--- config.mk ---
export PLATFORM = sky130hd
export DESIGN_NAME = v3n_root_step
export DESIGN_NICKNAME = d
export VERILOG_FILES = /design/src/sv/v3n_root_step.sv
export SDC_FILE = /design/constraint.sdc
export NUM_CORES = 1
export LEC_CHECK = 0
export BUFFER_PORTS_ARGS = -buffer_cell sky130_fd_sc_hd__buf_2
export CORE_MARGIN = 2
export CORE_UTILIZATION = 48
export DETAILED_ROUTE_END_ITERATION = 7
export GPL_ROUTABILITY_DRIVEN = 0
export PLACE_DENSITY = 0.82
export SYNTH_ARGS = -nofsm -noshare
export SYNTH_HDL_FRONTEND = slang
export SYNTH_SLANG_ARGS = --single-unit
export TNS_END_PERCENT = 1
--- constraint.sdc ---
create_clock -name vclk -period 4.34
set_input_delay 0.868 -clock vclk [all_inputs]
set_output_delay 0.868 -clock vclk [all_outputs]
set_load 0.005 [all_outputs]
--- src/sv/v3n_root_step.sv ---
`timescale 1ns / 1ps
// one bit of the scaled inverse root recurrence: largest t with t*t*s <= n
module v3n_root_step #(
    parameter int RW     = 64,
    parameter int PW     = 48,
    parameter int S_W    = 32,
    parameter int ROOT_W = 16,
    parameter int BIT    = 0
) (
    input  logic [RW-1:0]     r,
    input  logic [PW-1:0]     p,
    input  logic [S_W-1:0]    s,
    input  logic [ROOT_W-1:0] t,
    output logic [RW-1:0]     r_next,
    output logic [PW-1:0]     p_next,
    output logic [ROOT_W-1:0] t_next
);
    logic [RW-1:0] p_ext;
    logic [RW-1:0] s_ext;
    logic [RW-1:0] trial;
    logic [RW:0]   diff;
    logic          ge;

    // growth of t*t*s when this bit is set: 2^(b+1)*t*s + 2^(2b)*s
    assign p_ext = RW'(p);
    assign s_ext = RW'(s);
    assign trial = (p_ext << (BIT + 1)) + (s_ext << (2 * BIT));

    // residual compare and conditional subtract
    assign diff = {1'b0, r} - {1'b0, trial};
    assign ge   = ~diff[RW];

    // update residual, running product t*s and root bits
    assign r_next = ge ? diff[RW-1:0] : r;
    assign p_next = ge ? (p + (PW'(s) << BIT)) : p;
    assign t_next = t | (ROOT_W'(ge) << BIT);
endmodule

After elaboration in Yosys (flattened, before gate mapping) --
Index checks and enable logic that the tools add are counted.
Word-level totals: register bits after elaboration 0, latch bits 0, RAM bits 0, bits in read-only memories 0, input port bits 160, output and inout port bits 128, logic and storage cells 7, memories kept 0
Operators by class: $add $sub $neg 3, multipliers 0, div/mod/pow operators 0, magnitude comparators 0, equal/unequal tests 0, shift operators 0, multiplexer cells 2, bitwise gates (word level) 2, reduce and logical (&&, ||, !) cells 0
Operators with widths (number):
- subtractor 64 x 50 -> 65 bit | 1
- two-way mux 64 bit | 1
- adder 49 x 32 -> 50 bit | 1
- adder 48 x 32 -> 48 bit | 1
- two-way mux 48 bit | 1
- bitwise OR 16 x 1 -> 16 bit | 1
- NOT 1 bit | 1

Logic depth before layout (Yosys ltp) --
Gate-level depths: netlist of the first run.
depth in word-level cells 4, gate-level depth with buffers 15, gate-level depth less buffers 13

Least setup slack after synthesis of the first run --
No wires, ideal clock.
path type input port to output port, from input p[24], to output r_next[57], arrival time 3.555 ns, required time 3.472 ns, setup slack -0.083 ns, stages 12, buffers on the path 0, cells stage by stage inv_1 > fa_1 > ha_1 > and3_1 > and2_1 > a2111oi_2 > o21bai_1 > o21ai_1 > a21oi_1 > nor4b_4 > and4bb_1 > xor2_1
On the way: longest elaborated chain between the ends 3
Ends and longest elaborated chain:
- start, declared | line 11 | input logic [PW-1:0] p,
- adder 49 x 32 -> 50 bit | line 27 | assign trial = (p_ext << (BIT + 1)) + (s_ext << (2 * BIT));
- subtractor 64 x 50 -> 65 bit | line 30 | assign diff = {1'b0, r} - {1'b0, trial};
- two-way mux 64 bit | line 34 | assign r_next = ge ? diff[RW-1:0] : r;
- end, declared | line 14 | output logic [RW-1:0] r_next,
No other way between the ends.

Worst setup path after layout of the first run --
from input p[9], to output r_next[57]
The elaborated chain is that of the path after synthesis.

==> impl_summary.md, run 1 <==
Power
The analysis attributes to cell leakage a power of 6.10 nW. Of the total power, registers draw 0. The fraction of power consumed by combinational cells is 1.000.

The net switching share of the total power is 0.509. The power consumption is 2.86 mW. The total net switching power is 1.46 mW. The share of total power dissipated in the clock network is 0. The power per cell area is 241 nW/um^2. Across the VDD grid, the largest voltage drop is 137 uV.

Internal power comes to 1.41 mW.

Global route
The residual overflow from global routing is 0. Across every metal layer, demand over resource in global routing totals 0.353. The number of global-route vias before repair is 10589. The pin count of the biggest net entering global routing is 50.

The global-route wire length before repair is 48700 microns. The initial antenna violation count is 1.

Run status
The flow ran to the end, but the final reports show violations. The checks that failed: setup timing.

Cells and area
The share of post-route cells with drive strength above 1 is 0.423. The layout has 0 clock buffers. The layout-stage area growth over the synthesis result is 58.1%. The total number of nets in the final design is 1925.

The layout has between 1000 and 1500 filler cells. The final instance count without filler cells is 1841. Registers take 0 sq um. The area taken by multi-input logic gates is 7280 sq um. There are 0 flip-flops and latches.

Synthesis
Of the post-synthesis cell area, the dominant cell type holds 0.170. During synthesis, Yosys emitted a total of 0 warnings. Counting distinct cell types in the post-synthesis netlist gives 77. The post-synthesis cell area is 7520 sq um. When the netlist entered floorplanning its net count stood at 1402. The share of the Yosys chip area taken by registers is 0.

A synthesized cell averages 6.78 sq um. The gate count of the mapped netlist is 1108. After synthesis, the cell types taking the most area are sky130_fd_sc_hd__ha_1, sky130_fd_sc_hd__a21oi_1, sky130_fd_sc_hd__fa_1, sky130_fd_sc_hd__xnor2_1, sky130_fd_sc_hd__inv_1. The largest total area in the synthesized netlist belongs to sky130_fd_sc_hd__ha_1.

Placement
The quantity of I/O buffers inserted on ports is 258. The placed instance count is 1826. OpenSTA, run right after detailed placement, puts the worst setup slack at -805 ps. The post-DP HPWL is 24600 microns.

Critical path
The worst setup path is captured at an output port. For the worst setup path, the data required time is 3470 ps. The kind of start point of the critical path is a primary input. The biggest fanout along the worst timing path is 5. The kind of critical path is primary input to output port. At the worst endpoint, the arrival time is 4050 ps.

Routing
For this run, the detailed router's first-pass iteration total came to 5. Wires add up to 31300 microns. After detailed routing, the number of remaining DRC violations is 0.

The routed wirelength normalized by instance count is 17.0 microns. After the first detailed-routing iteration, the DRC count stood at 909. The detail route stage leaves a number of antenna-violating nets equal to 0. The routed layout has approximately 11000 vias. The routed via count divided by cell count is 5.85.

Hold path
The hold path endpoint is t_next[5]. Counting instances, the worst hold path has a depth of 0. The startpoint of the lowest-slack hold path is t[5]. The classification of the worst-slack hold path is primary input to output port.

Timing
The relative slew slack is 0.458. Hold timing on the final database bottoms out at a slack of roughly 1700 ps. The worst path in the final design needs a cycle of 4910 ps, including I/O delays and setup. The transition time of the tightest slew-check pin is 805 ps. Setup repair after global routing could not meet its margin everywhere. The final number of max-transition violations is 0. The number of hold violations in the final report is 0.

Timing would allow up to 203 MHz. The final critical-path setup slack is -575 ps. The number of endpoints failing setup at the final stage is 113. The final critical-path share of the clock period is 1.13.

Floorplanning
The number of rows in the core area is 45. In this run the count of I/O pins placed on the die edge is 288. For this configuration, the core starts out at a cell density of 0.493. In this run the vertical extent of the chip is roughly 130 microns. In this run the horizontal extent of the chip is 129 microns. The floorplan step defined a core boundary enclosing 15300 sq um. The floorplan die area is roughly 17000 sq um.

Job
The max-capacitance violation count is 0.
-- synth_stat cells, drive strengths merged, types with 13 or more instances --
| cell type | instances |
|---|---|
| a21o | 39 |
| buf | 38 |
| clkbuf | 13 |
| nand2 | 91 |
| a31oi | 17 |
| nor2 | 108 |
| o21bai | 21 |
| xnor2 | 61 |
| o21ai | 77 |
| fa | 32 |
| xor2 | 44 |
| ha | 102 |
| nor3 | 14 |
| nand4 | 25 |
| nand3 | 17 |
| a21oi | 144 |
| inv | 140 |
-- placed cells by master (no fill, tap or decap), drive strengths merged, types with 25 or more instances in the layout --
| cell | synthesis | routed |
|---|---|---|
| inv | 140 | 140 |
| nand4 | 25 | 25 |
| buf | 38 | 572 |
| xnor2 | 61 | 61 |
| nor2 | 108 | 108 |
| a21oi | 144 | 144 |
| xor2 | 44 | 44 |
| fa | 32 | 32 |
| o21ai | 77 | 77 |
| ha | 102 | 102 |
| nand2 | 91 | 91 |
| a21o | 39 | 39 |
-- stage by stage --
stage,utilization,setup TNS [ps],area [sq um]
after global placement,0.733,-46070,11200
after CTS,0.767,-35180,11700
after detailed placement,0.733,-50210,11200
after floorplan,-,-19.2,7600
final,0.779,-45620,11900
after global routing,0.779,-60090,11900
-- metal layers --
| metal | up-vias | track usage | routed length (microns) |
|---|---|---|---|
| li1 | 4916 | - | - |
| met1 | 4971 | 0.404 | 11800 |
| met4 | 0 | 0.155 | 1800 |
| met5 | - | 0 | 0 |
| met2 | 696 | 0.655 | 15300 |
| met3 | 189 | 0.0442 | 2440 |
-- worst max-delay path: stages --
cell	delay, ps
sky130_fd_sc_hd__buf_4	130
sky130_fd_sc_hd__inv_2	60
sky130_fd_sc_hd__fa_1	450
sky130_fd_sc_hd__ha_4	310
sky130_fd_sc_hd__buf_6	120
sky130_fd_sc_hd__nand2_4	50
sky130_fd_sc_hd__buf_4	130
sky130_fd_sc_hd__nor4_4	340
sky130_fd_sc_hd__o2111ai_4	200
sky130_fd_sc_hd__a31oi_4	320
sky130_fd_sc_hd__o21ai_4	130
sky130_fd_sc_hd__a21oi_2	220
sky130_fd_sc_hd__nor4b_4	70
sky130_fd_sc_hd__buf_4	160
sky130_fd_sc_hd__and4bb_1	200
sky130_fd_sc_hd__xor2_1	150
sky130_fd_sc_hd__buf_2	120
-- layout make-up --
class	count	area share
Tap cell	211	0.0222
Timing Repair Buffer	572	0.321
Multi-Input combinational cell	917	0.613
Inverter	140	0.0442
Antenna cell	1	0.000211
-- worst max path at each step --
stage          cells past startpoint    endpoint   from  slack [ps]
3_5_place_dp                      15  r_next[63]   p[1]        -800
5_1_grt                           17  r_next[57]   p[9]        -680
2_1_floorplan                     12  r_next[57]  p[10]         -10
4_1_cts                           16  r_next[63]  s[12]        -440
3_3_place_gp                      15  r_next[63]   p[1]        -730
6_report                          17  r_next[57]   p[9]        -570
-- cells by family (layout without fill, tap and decap cells) --
group / count (synthesis) / in the layout / synth area share
buffers and inverters: 191 / 712 / 0.107
AOI/OAI and AO/OA: 363 / 363 / 0.308
and+or+nand+nor: 315 / 315 / 0.208
adders and majority gates: 134 / 134 / 0.255
xor gates and xnor gates: 105 / 105 / 0.122
other: 0 / 1 / 0
-- power groups by stage --
stage	logic, mW	clock network [mW]	registers (mW)
detailed placement	2.56	0	0
finish	2.86	0.0000000310	0
floorplan	1.35	0	0
global route	3.07	0.0000000309	0
global placement	2.48	0	0
CTS	2.70	0	0
-- timing repair --
| action | in CTS | in global routing |
|---|---|---|
| resized for setup | 87 | 33 |
| hold buffers | 0 | 0 |
| pin swaps | 44 | 15 |
| endpoints found under the setup margin | 113 | 113 |
| buffers inserted | 12 | 3 |
Power figures use the tool's default switching activity.
==> run 2, diff against run 1 <==
Settings changed: SETUP_SLACK_MARGIN set to 0.4.
==> impl_summary.md, run 2 (synthesis results as in run 1) <==
Run status
The run finished, with violations left. The final reports fail on setup timing.

Clock network
The number of hold buffers added after CTS is 0.

Cells and area
In the layout the commonest cells are sky130_fd_sc_hd__buf_4, sky130_fd_sc_hd__buf_2, sky130_fd_sc_hd__a21oi_1. Summing all multi-input logic gate instances after layout gives 7280 sq um. Sequential cells placed in the final layout were counted as 0.

The storage element area is 0 sq um. From synthesis to final layout, the design area changed by 58.7%. The clock buffer count in the final layout is 0.

The number of fill cells is 989. The total number of nets in the final design is 1927. The post-layout instance area is 11900 sq um.

The library cell used most frequently in the layout, excluding fill and tap cells, is sky130_fd_sc_hd__buf_4. The share of post-route cells with drive strength above 1 is 0.421.

Timing
The number of endpoints failing setup at the final stage is 113. The relative slew slack is 0.516. In the finished design, the share of the clock period the worst path needs comes to 1.13.

The transition time of the tightest slew-check pin is 720 ps. The final number of max-transition violations is 0. The routed design could run at a clock period as short as 4920 ps. Setup slack on the critical path of the routed design comes to -582 ps. Setup repair after global routing could not meet its margin everywhere. The number of hold violations in the final report is 0. Static timing analysis puts the maximum clock frequency at 203 MHz.

Power
The share of total power dissipated in sequential elements is 0. For this design the ratio of total power to cell area is ~240 nW/um^2. The clock network fraction of total power is 0. The peak ir drop on the vdd network is 137 uV. Of the total power, combinational logic draws 1.000. The total net switching power is 1.46 mW. Overall power consumption after layout is estimated at around 2.9 mW. The cell internal power dissipation is roughly 1.4 mW.

The analysis attributes to cell leakage a power of 6.13 nW. Of the total power, the share spent switching nets is 0.508.

Routing
The routed wirelength normalized by instance count is 17.3 microns. Before antenna repair, the detailed router went through 6 iterations. After detailed routing, the number of remaining DRC violations is 0. The final antenna-violating net count is 0. The first-iteration detailed-routing DRC count is 997. The overall routed net length is 31900 microns. Across all layers, the routed design uses 10765 vias. The routed via count divided by cell count is between 5 and 6.

Floorplanning
The floorplan die area is around 17000 sq um. From left edge to right edge, the die measures 129 microns. The I/O pin total is roughly 290.

The placeable core area is 15300 sq um. Row generation in the floorplan step produced 45 rows. From bottom edge to top edge, the die measures around 130 microns. The effective utilization at floorplan is 0.493.

Hold path
The worst hold path passes through 0 cells. The hold path endpoint is t_next[5]. The classification of the worst-slack hold path is primary input to output port. The startpoint identified for the worst hold timing path is t[5].

Placement
The post-DP HPWL is around 25000 microns. Once placement finished, the instance area stood at ~11000 sq um. The count of buffers added on input and output ports is 258.

Critical path
The biggest fanout along the worst timing path is 24. The worst setup path is launched from a primary input. The kind of critical path is primary input to output port. The arrival time at the worst endpoint is slightly above 4000 ps.

STA puts the critical path data required time at 3470 ps. STA classifies the critical path endpoint as an output port.

Global route
The number of global-route vias before repair is about 11000. The first global-routing pass estimated 48700 microns of wire. The initial antenna violation count came to 1.

Across every metal layer, demand over resource in global routing totals 0.353. The residual overflow from global routing is 0. The pin count of the biggest net entering global routing is 50.

Job
The max-capacitance violation count is 0.
-- run 2: cell type report --
type | instances | area share
Inverter | 140 | 0.0441
Tap cell | 211 | 0.0221
Timing Repair Buffer | 574 | 0.323
Antenna cell | 1 | 0.000210
Multi-Input combinational cell | 917 | 0.610
-- run 2: critical path, stage by stage --
cell,delay (ps)
sky130_fd_sc_hd__buf_6,100
sky130_fd_sc_hd__fa_1,610
sky130_fd_sc_hd__ha_4,230
sky130_fd_sc_hd__buf_4,140
sky130_fd_sc_hd__buf_4,150
sky130_fd_sc_hd__a21oi_1,240
sky130_fd_sc_hd__o2111ai_1,180
sky130_fd_sc_hd__o21ai_2,250
sky130_fd_sc_hd__a31oi_4,140
sky130_fd_sc_hd__buf_6,150
sky130_fd_sc_hd__a21bo_4,260
sky130_fd_sc_hd__buf_4,180
sky130_fd_sc_hd__clkbuf_16,190
sky130_fd_sc_hd__a21oi_2,200
sky130_fd_sc_hd__buf_2,150
-- run 2: stage by stage --
stage                util  cells  hold slack [ps]  setup slack (ps)  TNS (ps)
floorplan               -   1108             1790             -10.8     -19.2
global placement    0.733   1826             1740              -733    -46070
detailed placement  0.733   1826             1740              -805    -50210
CTS                 0.767   1838             1740              -437    -35180
global route        0.782   1843             1740              -725    -64690
finish              0.782   1843             1740              -582    -49370
-- run 2: power groups by stage --
| stage | sequential, mW | combinational, mW | clock, mW |
|---|---|---|---|
| after floorplan | 0 | 1.35 | 0 |
| after global routing | 0 | 3.08 | 0.0000000309 |
| after detailed placement | 0 | 2.56 | 0 |
| final | 0 | 2.87 | 0.0000000310 |
| after global placement | 0 | 2.48 | 0 |
| after CTS | 0 | 2.70 | 0 |
-- run 2: routing by layer --
| metal | wire (microns) | part of all wire | track usage |
|---|---|---|---|
| met5 | 0 | 0 | 0 |
| met4 | 1840 | 0.058 | 0.155 |
| met3 | 2770 | 0.087 | 0.0442 |
| met2 | 15600 | 0.49 | 0.655 |
| met1 | 11700 | 0.37 | 0.404 |
-- run 2: how the worst max path moves through the flow --
stage	to	slack (ps)	cells after the start	startpoint
after global routing	p_next[1]	-730	15	s[3]
final	r_next[2]	-580	15	r[11]
after CTS	r_next[63]	-440	16	s[12]
after global placement	r_next[63]	-730	15	p[1]
after floorplan	r_next[57]	-10	12	p[10]
after detailed placement	r_next[63]	-800	15	p[1]
-- run 2: timing repair --
item / CTS / global route
resized for setup: 87 / 34
pin swaps: 44 / 22
buffers inserted: 12 / 3
setup endpoints to repair: 113 / 113
gates cloned: 0 / 1
